$ cat config.mk
export PLATFORM = sky130hd
export DESIGN_NAME = cdgt_front_flat
export DESIGN_NICKNAME = d
export VERILOG_FILES = /design/src/rtl/cdgt_pkg.sv /design/src/rtl/cdgt_ifs.sv /design/src/rtl/cdgt_front.sv /design/src/flat_wrapper.sv
export SDC_FILE = /design/constraint.sdc
export NUM_CORES = 1
export LEC_CHECK = 0
export BUFFER_PORTS_ARGS = -buffer_cell sky130_fd_sc_hd__buf_2
export CELL_PAD_IN_SITES_DETAIL_PLACEMENT = 1
export CELL_PAD_IN_SITES_GLOBAL_PLACEMENT = 1
export CORE_UTILIZATION = 38
export DETAILED_ROUTE_END_ITERATION = 10
export PLACE_DENSITY_LB_ADDON = 0.25
export SYNTH_ARGS = -nofsm -noshare
export SYNTH_HDL_FRONTEND = slang
export SYNTH_SLANG_ARGS = --single-unit
$ cat constraint.sdc
create_clock -name i_clk -period 2.25 [get_ports i_clk]
set_input_delay 0.1125 -clock i_clk [delete_from_list [all_inputs] [get_ports i_clk]]
set_output_delay 0.1125 -clock i_clk [all_outputs]
set_load 0.1 [all_outputs]
$ cat src/rtl/cdgt_pkg.sv
// Shared types, constants and helpers for the chunk download gap tracker.
// No dependencies.
`timescale 1ns / 1ps

package cdgt_pkg;

    localparam int MAX_PACKETS = 16384;
    localparam int IDX_W       = $clog2(MAX_PACKETS);
    localparam int CNT_W       = IDX_W + 1;
    localparam int ROW_W       = 64;
    localparam int BIT_W       = $clog2(ROW_W);
    localparam int ROWS        = MAX_PACKETS / ROW_W;
    localparam int ROW_AW      = $clog2(ROWS);
    localparam int QDEPTH      = 2;
    localparam int MAXOUT      = 64;

    localparam logic [31:0] OPEN_LENGTH     = 32'hFFFF_FFFF;
    localparam logic [7:0]  RST_PACKET_SIZE = 8'd90;
    localparam logic [6:0]  RST_MAX_REQ     = 7'd20;
    localparam logic [7:0]  RST_OWN_ID      = 8'd1;

    typedef enum logic [1:0] {
        MODE_START = 2'd0,
        MODE_DATA  = 2'd1,
        MODE_TICK  = 2'd2
    } t_mode;

    typedef enum logic [1:0] {
        KIND_REQ = 2'd0,
        KIND_FIN = 2'd1,
        KIND_OVF = 2'd2
    } t_kind;

    typedef enum logic [1:0] {
        CFG_PACKET_SIZE = 2'd0,
        CFG_MAX_REQ     = 2'd1,
        CFG_OWN_ID      = 2'd2
    } t_cfg_idx;

    typedef enum logic [1:0] {
        F_IDLE,
        F_DIV,
        F_PUSH
    } t_fstate;

    typedef enum logic [3:0] {
        B_IDLE,
        B_START,
        B_OVF,
        B_DRD,
        B_DUPD,
        B_TFETCH,
        B_TLOAD,
        B_TSCAN,
        B_TFINAL
    } t_bstate;

    typedef struct packed {
        logic [7:0] packet_size;
        logic [6:0] max_requests;
        logic [7:0] own_id;
    } t_cfg;

    typedef struct packed {
        t_mode              op;
        logic [31:0]        ofs;
        logic [7:0]         cnt;
        logic [IDX_W-1:0]   idx;
        logic               ovf;
        logic [15:0]        log;
    } t_cmd;

    typedef struct packed {
        t_kind       kind;
        logic [15:0] req_log;
        logic [31:0] req_offset;
        logic [31:0] req_length;
        logic [31:0] total_bytes;
        logic        last;
    } t_res;

    function automatic logic [7:0] f_psize(input logic [7:0] v);
        return (v == 8'd0) ? 8'd1 : v;
    endfunction

    function automatic logic [6:0] f_limit(input logic [6:0] v);
        logic [6:0] r;
        r = v;
        if (v == 7'd0) r = 7'd1;
        else if (v > 7'(MAXOUT)) r = 7'(MAXOUT);
        return r;
    endfunction

endpackage

$ cat src/rtl/cdgt_ifs.sv
// Handshake channel interfaces: input items, result items, register writes.
// No dependencies.
`timescale 1ns / 1ps

interface cdgt_item_if;
    logic        valid;
    logic        ready;
    logic [1:0]  mode;
    logic [7:0]  source_id;
    logic [31:0] byte_offset;
    logic [7:0]  byte_count;
    logic [15:0] log_number;
    modport source(output valid, mode, source_id, byte_offset, byte_count, log_number,
                   input ready);
    modport sink(input valid, mode, source_id, byte_offset, byte_count, log_number,
                 output ready);
endinterface


$ cat src/rtl/cdgt_front.sv
// Front end: accepts items, filters sources, divides offset by packet size.
// Depends on cdgt_pkg and cdgt_ifs.
`timescale 1ns / 1ps

module cdgt_front (
    input  logic           i_clk,
    input  logic           i_rst_n,
    cdgt_item_if.sink      i_item,
    input  cdgt_pkg::t_cfg i_cfg,
    input  logic           i_full,
    output logic           o_push,
    output cdgt_pkg::t_cmd o_cmd
);
    import cdgt_pkg::*;

    t_fstate     r_state, n_state;
    t_cmd        r_cmd;
    logic [7:0]  r_rem;
    logic [31:0] r_q;
    logic [4:0]  r_step;
    logic [7:0]  psz;
    logic [8:0]  trial;
    logic        qbit;
    logic [7:0]  rem_next;
    logic [31:0] q_next;
    logic        acc;

    assign psz      = f_psize(i_cfg.packet_size);
    assign trial    = {r_rem, r_q[31]};
    assign qbit     = (trial >= {1'b0, psz});
    assign rem_next = qbit ? 8'(trial - {1'b0, psz}) : trial[7:0];
    assign q_next   = {r_q[30:0], qbit};
    assign acc      = i_item.valid && i_item.ready;

    assign i_item.ready = (r_state == F_IDLE);
    assign o_push       = (r_state == F_PUSH) && !i_full;
    assign o_cmd        = r_cmd;

    always_comb begin
        n_state = r_state;
        unique case (r_state)
            F_IDLE: begin
                if (acc) begin
                    if (i_item.mode == MODE_DATA) begin
                        if (i_item.source_id == i_cfg.own_id) n_state = F_DIV;
                    end else if (i_item.mode == MODE_START || i_item.mode == MODE_TICK) begin
                        n_state = F_PUSH;
                    end
                end
            end
            F_DIV: begin
                if (r_step == 5'd31) n_state = F_PUSH;
            end
            F_PUSH: begin
                if (!i_full) n_state = F_IDLE;
            end
            default: n_state = F_IDLE;
        endcase
    end

    always_ff @(posedge i_clk) begin
        if (!i_rst_n) r_state <= F_IDLE;
        else          r_state <= n_state;
    end

    always_ff @(posedge i_clk) begin
        if (r_state == F_IDLE && acc) begin
            r_cmd.op  <= t_mode'(i_item.mode);
            r_cmd.ofs <= i_item.byte_offset;
            r_cmd.cnt <= i_item.byte_count;
            r_cmd.log <= i_item.log_number;
            r_cmd.idx <= '0;
            r_cmd.ovf <= 1'b0;
            r_q       <= i_item.byte_offset;
            r_rem     <= '0;
            r_step    <= '0;
        end else if (r_state == F_DIV) begin
            r_q    <= q_next;
            r_rem  <= rem_next;
            r_step <= r_step + 5'd1;
            if (r_step == 5'd31) begin
                r_cmd.idx <= q_next[IDX_W-1:0];
                r_cmd.ovf <= (q_next >= 32'(MAX_PACKETS));
            end
        end
    end

endmodule

$ cat src/flat_wrapper.sv
// flat-port wrapper written by rule: the top's interface ports become plain ports
module cdgt_front_flat import cdgt_pkg::*;
  (i_clk, i_rst_n, i_cfg, i_full, o_push, o_cmd, i_item_valid, i_item_mode, i_item_source_id, i_item_byte_offset, i_item_byte_count, i_item_log_number, i_item_ready);
  cdgt_item_if i_item_i ();
  input  logic i_clk;
  input  logic i_rst_n;
  input  cdgt_pkg::t_cfg i_cfg;
  input  logic i_full;
  output logic o_push;
  output cdgt_pkg::t_cmd o_cmd;
  input wire logic [$bits(i_item_i.valid)-1:0] i_item_valid;
  input wire logic [$bits(i_item_i.mode)-1:0] i_item_mode;
  input wire logic [$bits(i_item_i.source_id)-1:0] i_item_source_id;
  input wire logic [$bits(i_item_i.byte_offset)-1:0] i_item_byte_offset;
  input wire logic [$bits(i_item_i.byte_count)-1:0] i_item_byte_count;
  input wire logic [$bits(i_item_i.log_number)-1:0] i_item_log_number;
  output wire logic [$bits(i_item_i.ready)-1:0] i_item_ready;
  assign i_item_i.valid = i_item_valid;
  assign i_item_i.mode = i_item_mode;
  assign i_item_i.source_id = i_item_source_id;
  assign i_item_i.byte_offset = i_item_byte_offset;
  assign i_item_i.byte_count = i_item_byte_count;
  assign i_item_i.log_number = i_item_log_number;
  assign i_item_ready = i_item_i.ready;
  cdgt_front u_core (.i_clk(i_clk), .i_rst_n(i_rst_n), .i_item(i_item_i), .i_cfg(i_cfg), .i_full(i_full), .o_push(o_push), .o_cmd(o_cmd));
endmodule
==> out/qor.yml <==
power_density_cells_nw_per_um2: 921
grt_pass1_wl_um: 20600
leakage_dissipation_nw: 3.08
detailedPlacementHpwl_um: 8270
count_of_fill_cells_added_during_filler_insertion: 1348
grt-ovfl-total: 0
finalPower_mw: 6.57
timing.hold.worst.start: "i_full"
mostFrequentLayoutCells: "160 x buf_2, 130 x nand2_1, 90 x edfxtp_1, 59 x dlygate4sd3_1, 30 x dfxtp_1"
part_of_the_cycle_the_worst_path_needs_pct: 84.3
finalWorstPathRequiredPeriod_ps: 1900
initial_core_util_pct: 39.7
hold_ws_ps: 83.9
place_congestion: 0.781
leading_post_synthesis_cells_by_cell_area: "edfxtp_1 56%, dfxtp_1 12%, nand2_1 10%"
async_flop_share_pct: 0
largest_net_degree_at_the_start_of_global_routing: 49
mostFrequentLayoutCell: "buf_2"
final_net_count: 739
drive_gt1_share_pct: 32.6
core_area_sq_um: 12200
grtUsageTotal_pct: 21.0
vias_per_cell: 4.79
buffer_ports.inserted: 160
cts_tree: "done"
unrepaired_setup_endpoints_after_global_routing: "false"
crit_arrival_ps: 2190
top_level_ports: 168
postSynthNetCount: 508
antenna-diode-count: 0
timing.final.setup_violations: 0
syn_area_sq_um: 4850
worst_setup_path_end_kind: "flip-flop"
postCtsSetupRepairBufs: 0
syn_to_final_growth_pct: 47.0
tightest_slew_ps: 516
fin_area_sq_um: 7130
clkSlewWorstSetupHoldPaths_ps: 60
yosys_register_bits: 120
status: "complete, no violations"
ctsLongestPathBuffers: 2
dpl-instance-area_sq_um: 5880
ys_types: 49
floorplan.die_area_sq_um: 13200
detail_route.first_pass.iterations: 4
cts_htree_levels: 4
remaining_antenna_violation_count: 0
clock_tree.root_cell: "clkbuf_16"
synth_top_area_share_pct: 55.7
die_height_um: 115
critPathRequiredTime_ps: 2540
r2r_start: "u_core.r_q[31]$_DFFE_PP_"
avgRoutedWirePerCell_um: 16.4
cts_inserted_buffers: 17
finClkSkew_ps: 9.32
final.setup.tns_ps: 0
synth_seq_area_share_pct: 68.1
via_count: 3911
ys.warnings.count: 0
multiInputGateArea_sq_um: 1420
dominantRegCellSynth: "edfxtp_1"
clk_latency_ps: 400
first_global_vias: 4074
clock.fmax_ghz: 0.527
syn-instance-count: 404
finish.utilization_pct: 58.4
die-width_um: 115
hold_path_class: "primary input to flip-flop"
timing.critical_path.fanout_max: 3
critPathLaunchType: "flip-flop"
ws_path_type: "flip-flop to flip-flop"
irDropWorstVdd_uv: 504
number_of_slew_limit_violations_in_the_final_report: 0
synth_area_per_cell_sq_um: 12.0
initial_drc_count: 200
cts-resized-gates: 0
number_of_antenna_violations_at_the_first_check_in_global_routing: 0
cap_viol_max_count: 0
relative_slew_slack_pct: 65.5
drc: 0
clkSinkCount: 120
ff_latch_area_sq_um: 3300
yosys.area.top_type: "edfxtp_1"
final-hold-violation-count: 0
crit_start: "u_core.r_q[31]$_DFFE_PP_"
synth_enable_flop_cells: 90
placementRows: 40
route.final.wire_length_um: 13300
-- report_power, final --
group          switching (mW)  total [mW]  internal (mW)
clock                    1.00        3.01           2.00
combinational           0.728       0.970          0.243
sequential             0.0512        2.59           2.54
total                    1.78        6.57           4.78
-- kinds of logic (layout without fill, tap and decap cells) --
kind of cell	after synthesis	in the layout	share of synthesized area, %
AO/OA/AOI/OAI	52	52	7.66
XOR/XNOR	15	15	2.71
adder cells (fa/ha/maj)	11	11	2.99
buffers and inverters	30	274	2.89
flip-flops	120	120	68.1
multiplexers	3	3	0.619
AND/OR/NAND/NOR	173	173	15.0
-- critical path, stage by stage (launching register included) --
cell      delay (ps)
edfxtp_1         350
inv_1             50
ha_1             230
fa_1             410
nand2b_1         190
a21oi_1          190
mux2i_1          200
a211o_1          130
nand2_1           40
-- layout make-up --
cell class,count,area share (%)
repair buffers,228,20.8
flip-flops and latches,120,46.3
well taps,168,2.95
clock buffers,18,6.16
clock inverters,14,3.12
inverters,14,0.772
multi-input cells,254,19.9
-- repair_timing --
action / CTS / global route
hold endpoints to repair: 81 / 0
hold buffers: 59 / 0
endpoints found under the setup margin: 0 / 0
-- sequential cells by signal (all words and copies together), names as in the netlist --
register        cells
u_core.r_step       5
u_core.o_cmd       73
u_core.r_state      2
u_core.r_rem        8
u_core.r_q         32
-- worst paths after layout --
kind	endpoint	slack (ps)	depth (start not counted)
worst max-delay path	u_core.r_rem[6]$_SDFFE_PP0P_	350	8
worst min-delay path	u_core.r_state[1]$_SDFFE_PN0P_	80	5
worst max register to register	u_core.r_rem[6]$_SDFFE_PP0P_	350	8
worst min register to register	u_core.o_cmd[19]$_SDFFE_PP0P_	450	2
-- layer usage --
layer  routed length, um  vias up  GRT usage [%]
li1                    -     1886              -
met1                5200     1876           22.3
met2                7250      132           39.7
met3                 711       17           5.48
met4                 193        0           7.45
met5                   0        -              0
-- metrics by stage --
stage,instances,worst slack [ps]
2_1_floorplan,404,62.0
3_3_place_gp,725,141
3_5_place_dp,725,121
4_1_cts,816,334
5_1_grt,816,171
6_report,816,354
-- Yosys cell counts, types with 3 or more instances --
library cell,n
o21ai_0,6
xnor2_1,11
edfxtp_1,90
ha_1,10
nand3_1,6
and2_1,3
dfxtp_1,30
clkbuf_1,5
nor2b_1,3
a32oi_1,3
inv_1,13
xor2_1,4
a21oi_1,20
nor4_1,6
nand2_1,130
buf_2,7
buf_4,3
mux2i_1,3
nor2_1,11
Note: power is estimated with default switching activity, not from simulation.
