$ cat src/rtl/cdgt_pkg.sv
// Shared types, constants and helpers for the chunk download gap tracker.
// No dependencies.
`timescale 1ns / 1ps

package cdgt_pkg;

    localparam int MAX_PACKETS = 16384;
    localparam int IDX_W       = $clog2(MAX_PACKETS);
    localparam int CNT_W       = IDX_W + 1;
    localparam int ROW_W       = 64;
    localparam int BIT_W       = $clog2(ROW_W);
    localparam int ROWS        = MAX_PACKETS / ROW_W;
    localparam int ROW_AW      = $clog2(ROWS);
    localparam int QDEPTH      = 2;
    localparam int MAXOUT      = 64;

    localparam logic [31:0] OPEN_LENGTH     = 32'hFFFF_FFFF;
    localparam logic [7:0]  RST_PACKET_SIZE = 8'd90;
    localparam logic [6:0]  RST_MAX_REQ     = 7'd20;
    localparam logic [7:0]  RST_OWN_ID      = 8'd1;

    typedef enum logic [1:0] {
        MODE_START = 2'd0,
        MODE_DATA  = 2'd1,
        MODE_TICK  = 2'd2
    } t_mode;

    typedef enum logic [1:0] {
        KIND_REQ = 2'd0,
        KIND_FIN = 2'd1,
        KIND_OVF = 2'd2
    } t_kind;

    typedef enum logic [1:0] {
        CFG_PACKET_SIZE = 2'd0,
        CFG_MAX_REQ     = 2'd1,
        CFG_OWN_ID      = 2'd2
    } t_cfg_idx;

    typedef enum logic [1:0] {
        F_IDLE,
        F_DIV,
        F_PUSH
    } t_fstate;

    typedef enum logic [3:0] {
        B_IDLE,
        B_START,
        B_OVF,
        B_DRD,
        B_DUPD,
        B_TFETCH,
        B_TLOAD,
        B_TSCAN,
        B_TFINAL
    } t_bstate;

    typedef struct packed {
        logic [7:0] packet_size;
        logic [6:0] max_requests;
        logic [7:0] own_id;
    } t_cfg;

    typedef struct packed {
        t_mode              op;
        logic [31:0]        ofs;
        logic [7:0]         cnt;
        logic [IDX_W-1:0]   idx;
        logic               ovf;
        logic [15:0]        log;
    } t_cmd;

    typedef struct packed {
        t_kind       kind;
        logic [15:0] req_log;
        logic [31:0] req_offset;
        logic [31:0] req_length;
        logic [31:0] total_bytes;
        logic        last;
    } t_res;

    function automatic logic [7:0] f_psize(input logic [7:0] v);
        return (v == 8'd0) ? 8'd1 : v;
    endfunction

    function automatic logic [6:0] f_limit(input logic [6:0] v);
        logic [6:0] r;
        r = v;
        if (v == 7'd0) r = 7'd1;
        else if (v > 7'(MAXOUT)) r = 7'(MAXOUT);
        return r;
    endfunction

endpackage

$ cat src/rtl/cdgt_queue.sv
// Short command queue between front end and back end.
// Depends on cdgt_pkg.
`timescale 1ns / 1ps

module cdgt_queue (
    input  logic           i_clk,
    input  logic           i_rst_n,
    input  logic           i_push,
    input  cdgt_pkg::t_cmd i_data,
    input  logic           i_pop,
    output cdgt_pkg::t_cmd o_data,
    output logic           o_full,
    output logic           o_empty
);
    import cdgt_pkg::*;

    localparam int PW = $clog2(QDEPTH);

    t_cmd          r_ent [QDEPTH];
    logic [PW-1:0] r_wp, r_rp;
    logic [PW:0]   r_cnt;

    assign o_full  = (r_cnt == (PW+1)'(QDEPTH));
    assign o_empty = (r_cnt == '0);
    assign o_data  = r_ent[r_rp];

    always_ff @(posedge i_clk) begin
        if (!i_rst_n) begin
            r_wp  <= '0;
            r_rp  <= '0;
            r_cnt <= '0;
        end else begin
            if (i_push) r_wp <= r_wp + PW'(1);
            if (i_pop)  r_rp <= r_rp + PW'(1);
            if (i_push && !i_pop)      r_cnt <= r_cnt + (PW+1)'(1);
            else if (i_pop && !i_push) r_cnt <= r_cnt - (PW+1)'(1);
        end
    end

    always_ff @(posedge i_clk) begin
        if (i_push) r_ent[r_wp] <= i_data;
    end

endmodule

$ cat config.mk
export PLATFORM = sky130hd
export DESIGN_NAME = cdgt_queue
export DESIGN_NICKNAME = d
export VERILOG_FILES = /design/src/rtl/cdgt_pkg.sv /design/src/rtl/cdgt_queue.sv
export SDC_FILE = /design/constraint.sdc
export NUM_CORES = 1
export LEC_CHECK = 0
export ABC_AREA = 0
export ABC_CLOCK_PERIOD_IN_PS = 4750
export BUFFER_PORTS_ARGS = -buffer_cell sky130_fd_sc_hd__buf_2
export CAP_MARGIN = 40
export CORE_MARGIN = 10
export CORE_UTILIZATION = 52
export DETAILED_ROUTE_END_ITERATION = 6
export GPL_ROUTABILITY_DRIVEN = 0
export PLACE_DENSITY = 0.8
export SLEW_MARGIN = 30
export SYNTH_ARGS = -nofsm -noshare
export SYNTH_HDL_FRONTEND = slang
export SYNTH_SLANG_ARGS = --single-unit
export TNS_END_PERCENT = 10
$ cat constraint.sdc
create_clock -name i_clk -period 4.75 [get_ports i_clk]
set_input_delay 0 -clock i_clk [delete_from_list [all_inputs] [get_ports i_clk]]
set_output_delay 0 -clock i_clk [all_outputs]
set_load 0.05 [all_outputs]
==> flow_metrics.py, run 1 <==
metrics = {
    "sta": {
        "slew_headroom_pct": 62.3,
        "final.min_clock_period_ns": 2.04,
        "tns_ns": 0,
        "grt_setup_unrepaired": "false",
        "post-route-period-util_pct": 43.0,
        "hold_viol": 0,
        "finClkSkew_ns": 0.00741,
        "tightest_slew_ns": 0.564,
        "setup_viol": 0,
        "fmax_mhz": 490,
        "hold_slack_ns": 0.214,
        "finalMaxSlewViolations": 0,
    },
    "pwr": {
        "ir_drop_mv": 0.293,
        "leakagePower_nw": 3.00,
        "p_per_area_nw_per_um2": 447,
    },
    "hold_path": {
        "hold_class": "in2reg",
    },
    "setup_path": {
        "cpMaxStageDelayCell": "dfxtp_4",
        "path_depth": 3,
        "r2r_cells": 3,
        "critPathCaptureType": "output pin",
        "path_delay_family": "flip-flops",
        "crit_type": "reg2out",
        "path_cells": "buf_16 > mux2_2 > buf_2",
        "cp.arrival_ns": 2.04,
        "worstPathRequired_ns": 4.75,
        "worstPathMaxFanout": 47,
        "startpoint_type": "register",
        "critPathCapture": "o_data[59]",
        "crit_path_max_incr_delay_ns": 0.60,
        "r2r-start": "r_wp",
        "regToRegSetupSlack_ns": 2.84,
        "path_buf_inv": 2,
        "worst_r2r_endpoint": "r_ent[0][2]",
    },
    "routing": {
        "drc": 0,
        "via_count": 3127,
        "drt_iter0_drc": 217,
        "firstDrtPassIters": 6,
        "wl_per_cell_um": 18.7,
        "drtAntennaViolNets": 0,
        "via_per_inst": 4.89,
        "finalWirelength_mm": 11.9,
    },
    "place": {
        "io_buffers": 151,
        "hpwl_mm": 7.46,
    },
    "logic_synthesis": {
        "synth.distinct_cells": 17,
        "synth_nets": 327,
        "ys_seq_area_share_pct": 81.4,
        "syn_inst": 249,
        "avgSynthCellArea_um2": 22.1,
        "ys_ff_latch": 151,
        "syn_area_um2": 5510,
        "synth_warnings": 0,
    },
    "floorplan": {
        "io-pin-count": 152,
        "die_w_um": 123,
        "core_um2": 10300,
        "dieArea_um2": 15100,
        "fp-row-count": 37,
        "die_h_um": 123,
        "start_util_pct": 53.4,
    },
    "clock_tree": {
        "cts_buffers": 17,
        "tritoncts": "done",
        "htree_num_levels": 4,
        "cts_sinks": 151,
        "cts_root_buffer": "clkbuf_8",
        "ctsLongestPathBuffers": 2,
        "clk_pin_slew_ns": 0.06,
        "post_cts.repair.setup_buffers": 0,
        "clk_latency_ns": 0.51,
    },
    "finish": {
        "nets": 570,
        "nFillCells": 574,
        "drive_gt1_share_pct": 51.3,
        "antennaDiodeCount": 0,
        "syn_to_final_growth_pct": 41.9,
    },
    "run_status": {
        "status": "finished, final reports clean",
    },
    "global_routing": {
        "gr-total-overflow": 0,
        "grt_usage_pct": 16.0,
        "grt_first_pass_wirelength_mm": 18.3,
        "grt_max_degree": 48,
        "grt_pass1_vias": 3514,
        "antenna_found_initial": 0,
    },
    "flow_run": {
        "maxCapViolCount": 0,
    },
}
-- sequential cells by signal (all words and copies together), names as in the netlist, named ones only --
name / flops
r_rp: 1
r_cnt: 2
r_wp: 1
r_ent: 146
-- cell usage in the layout, fill, tap and decap left out, types with 2 or more instances in the layout --
cell type,n
buf_2,151
edfxtp_1,146
dlygate4sd3_1,77
mux2_2,73
clkbuf_16,16
bufinv_16,5
dfxtp_1,4
and2_1,3
clkinv_2,3
xor2_1,2
clkinv_1,2
clkbuf_1,2
buf_16,2
-- layer usage --
layer | GRT usage, % | routed length (um) | vias to the layer above
li1 | - | - | 1470
met1 | 17.1 | 4490 | 1542
met2 | 27.9 | 6310 | 103
met3 | 6.79 | 967 | 12
met4 | 5.23 | 156 | 0
met5 | 0 | 0 | -
-- per-stage QoR --
| stage | area (um2) | instances | total power [mW] | util (%) | setup slack (ns) |
|---|---|---|---|---|---|
| 2_1_floorplan | 5510 | 249 | 1.97 | - | 0.670 |
| 4_1_cts | 7820 | 639 | 3.53 | 75.8 | 2.67 |
| 3_3_place_gp | 6370 | 529 | 2.08 | 61.7 | 2.56 |
| 6_report | 7820 | 639 | 3.49 | 75.8 | 2.71 |
| 5_1_grt | 7820 | 639 | 3.62 | 75.8 | 2.60 |
| 3_5_place_dp | 6450 | 532 | 2.10 | 62.5 | 2.84 |
-- area by class of cell --
cell class              instances  area [um2]  area share, %
multi-input cells              89         947           12.1
repair buffers                232        1610           20.6
clock inverters                11         181           2.32
clock buffers                  19         422           5.39
inverters                       1        3.75         0.0480
flip-flops and latches        151        4490           57.4
well taps                     136         170           2.18
-- what timing repair did --
action                                 4_1_cts  5_1_grt
hold buffers                                77        0
gates resized for setup                      0        0
endpoints found under the hold margin      151        0
-- logic make-up after synthesis --
logic type | count (synthesis) | share of synthesized area (%)
AO/OA/AOI/OAI | 3 | 0.363
XOR/XNOR | 3 | 0.477
AND/OR/NAND/NOR | 9 | 1.02
multiplexers | 73 | 14.9
adder cells (fa/ha/maj) | 1 | 0.227
flip-flops | 151 | 81.4
buffers and inverters | 9 | 1.63
-- synth_stat cells (all sizes together) --
master	instances	area, um2
inv	1	3.75
o21a	1	7.51
ha	1	12.5
xor2	2	17.5
a21boi	1	7.51
dfxtp	5	100
buf	8	86.3
or3	1	6.26
edfxtp	146	4380
nor2	1	3.75
o21ai	1	5.00
nor2b	2	12.5
and2	4	25.0
xnor2	1	8.76
and2b	1	8.76
mux2	73	822
-- how the worst min path moves through the flow --
stage	from	endpoint	slack, ns	depth (start not counted)
after floorplan	i_data[0]	r_ent[0][0]	0.1	0
after global placement	i_data[31]	r_ent[0][31]	0.19	1
after detailed placement	i_data[12]	r_ent[1][12]	0.19	1
after CTS	i_data[31]	r_ent[1][31]	0.18	2
after global routing	i_data[43]	r_ent[1][43]	0.19	2
final	i_data[68]	r_ent[0][68]	0.21	2
-- power breakdown --
group	total, mW	internal, mW	switching, mW
Combinational	0.558	0.191	0.367
Clock	1.37	0.894	0.474
Sequential	1.57	1.54	0.0275
Total	3.49	2.62	0.869
No activity file was read; power rests on OpenSTA's default activity.
==> run 2, diff against run 1 <==
--- a/config.mk
+++ b/config.mk
@@ -6,14 +6,14 @@
 export NUM_CORES = 1
 export LEC_CHECK = 0
 export ABC_AREA = 0
-export ABC_CLOCK_PERIOD_IN_PS = 4750
+export ABC_CLOCK_PERIOD_IN_PS = 1800
 export BUFFER_PORTS_ARGS = -buffer_cell sky130_fd_sc_hd__buf_2
 export CAP_MARGIN = 40
 export CORE_MARGIN = 10
-export CORE_UTILIZATION = 52
+export CORE_UTILIZATION = 47
 export DETAILED_ROUTE_END_ITERATION = 6
 export GPL_ROUTABILITY_DRIVEN = 0
-export PLACE_DENSITY = 0.8
+export PLACE_DENSITY = 0.77
 export SLEW_MARGIN = 30
 export SYNTH_ARGS = -nofsm -noshare
 export SYNTH_HDL_FRONTEND = slang
==> constraint.sdc (replaced) <==
create_clock -name i_clk -period 1.8 [get_ports i_clk]
set_input_delay 0 -clock i_clk [delete_from_list [all_inputs] [get_ports i_clk]]
set_output_delay 0 -clock i_clk [all_outputs]
set_load 0.05 [all_outputs]
==> run 2 against run 1 <==
  * Critical path depth is the same
  * Core utilization shrank 7.6 points
  * Non-clock buffer count grew 6
  * Hold slack gained 0.092 ns
  * Clock skew shrank 0.00068 ns
  * Via count grew 0.58%
  * Count of clock-buffer cells in the layout grew 4
  * Global-route usage shrank 1.1 points
  * Critical endpoint is now o_data[50]
==> flow_metrics.py, run 2 (synthesis results as in run 1) <==
metrics = {
    "run_status": {
        "status": "finished, final reports clean",
    },
    "floorplan": {
        "core_um2": 11500,
        "die_w_um": 128,
        "io-pin-count": 152,
        "start_util_pct": 48.1,
        "dieArea_um2": 16500,
        "die_h_um": 128,
        "fp-row-count": 39,
    },
    "finish": {
        "layout_commonest_cell": "buf_2",
        "top_register": "r_ent",
        "antennaDiodeCount": 0,
        "syn_to_final_growth_pct": 41.8,
        "final_cell_mix": "151 x buf_2, 146 x edfxtp_1, 77 x dlygate4sd3_1",
        "fin_area_um2": 7810,
        "nets": 576,
        "reg_top3": "r_ent: 146 flops, r_cnt: 2 flops",
        "utilization_pct": 68.1,
        "drive_gt1_share_pct": 52.4,
        "largest_reg_flops": 146,
    },
    "global_routing": {
        "gr-total-overflow": 0,
        "grt_usage_pct": 14.8,
        "grt_max_degree": 48,
        "antenna_found_initial": 0,
        "grt_first_pass_wirelength_mm": 18.6,
        "grt_pass1_vias": 3519,
    },
    "flow_run": {
        "maxCapViolCount": 0,
    },
    "hold_path": {
        "worstHoldStart": "i_data[42]",
        "hold_class": "in2reg",
    },
    "sta": {
        "grt_setup_unrepaired": "false",
        "setup_slack_ns": 0.122,
        "finalMaxSlewViolations": 0,
        "tns_ns": 0,
        "fmax_mhz": 596,
        "hold_viol": 0,
        "post-route-period-util_pct": 93.2,
        "tightest_slew_ns": 0.365,
        "hold_slack_ns": 0.306,
        "finClkSkew_ns": 0.00673,
        "slew_headroom_pct": 75.7,
        "setup_viol": 0,
        "final.min_clock_period_ns": 1.68,
    },
    "clock_tree": {
        "htree_num_levels": 4,
        "tritoncts": "done",
        "cts_buffers": 17,
        "ctsResizeCount": 0,
        "cts_sinks": 151,
        "ctsLongestPathBuffers": 2,
        "clk_latency_ns": 0.42,
        "cts_root_buffer": "clkbuf_16",
        "clk_pin_slew_ns": 0.06,
    },
    "setup_path": {
        "crit_type": "reg2out",
        "r2r-start": "r_wp",
        "path_buf_inv": 2,
        "worst_r2r_endpoint": "r_ent[1][64]",
        "path_delay_family": "buffers and inverters",
        "cp.arrival_ns": 1.68,
        "r2r_cells": 2,
        "path_cells": "buf_12 > mux2_2 > buf_2",
        "crit_path_max_incr_delay_ns": 0.43,
        "regToRegSetupSlack_ns": 0.51,
        "worstPathRequired_ns": 1.80,
        "worstPathMaxFanout": 31,
        "critPathCaptureType": "output pin",
        "path_depth": 3,
        "cpMaxStageDelayCell": "dfxtp_4",
        "critPathCapture": "o_data[50]",
        "startpoint_type": "register",
    },
    "routing": {
        "via_per_inst": 4.81,
        "via_count": 3145,
        "firstDrtPassIters": 4,
        "finalWirelength_mm": 12.1,
        "drt_iter0_drc": 213,
        "wl_per_cell_um": 18.6,
        "drtAntennaViolNets": 0,
        "drc": 0,
    },
    "place": {
        "postPlaceCellArea_um2": 6480,
        "io_buffers": 151,
        "dp_slack_ns": 0.455,
        "hpwl_mm": 7.38,
    },
    "pwr": {
        "ir_drop_mv": 0.827,
        "p_per_area_nw_per_um2": 1120,
        "leakagePower_nw": 2.99,
    },
}
-- run 2: cell types whose count changed in the layout (fill, tap and decap cells not counted), sizes merged --
cell / change
clkinvlp: +3
bufinv: -5
buf: +6
clkbuf: +4
-- run 2: area by class of cell --
class                   count  area [um2]
flip-flops and latches    151        4490
clock buffers              23         478
multi-input cells          89         947
inverters                   1        3.75
fillers                   759        3650
repair buffers            238        1660
well taps                 143         179
clock inverters             9        52.6
-- run 2: how the worst min path moves through the flow --
stage	cells after the start	end	slack [ns]
6_report	2	r_ent[1][42]	0.31
5_1_grt	2	r_ent[0][13]	0.30
4_1_cts	2	r_ent[1][43]	0.29
3_5_place_dp	1	r_ent[0][67]	0.19
3_3_place_gp	1	r_ent[0][10]	0.19
2_1_floorplan	0	r_ent[0][0]	0.1
-- run 2: report_power, final --
part | switching, mW | total [mW] | internal (mW)
Clock | 1.28 | 3.13 | 1.85
Sequential | 0.0558 | 4.12 | 4.06
Combinational | 0.987 | 1.51 | 0.521
-- run 2: layer usage --
| layer | track usage (%) | vias up | wire [um] |
|---|---|---|---|
| met5 | 0 | - | 0 |
| met1 | 15.7 | 1516 | 4590 |
| met2 | 25.0 | 124 | 6310 |
| li1 | - | 1482 | - |
| met4 | 7.48 | 0 | 295 |
| met3 | 6.04 | 23 | 947 |
-- run 2: timing repair --
action                                  4_1_cts  5_1_grt
endpoints found under the hold margin       151        0
setup buffers                                 0        4
hold buffers                                 77        0
endpoints found under the setup margin        0       35
-- run 2: metrics by stage --
stage / std cells / total power, mW
final: 654 / 8.75
after global routing: 654 / 9.06
after CTS: 650 / 8.82
after detailed placement: 541 / 5.55
after global placement: 541 / 5.52
after floorplan: 249 / 5.19
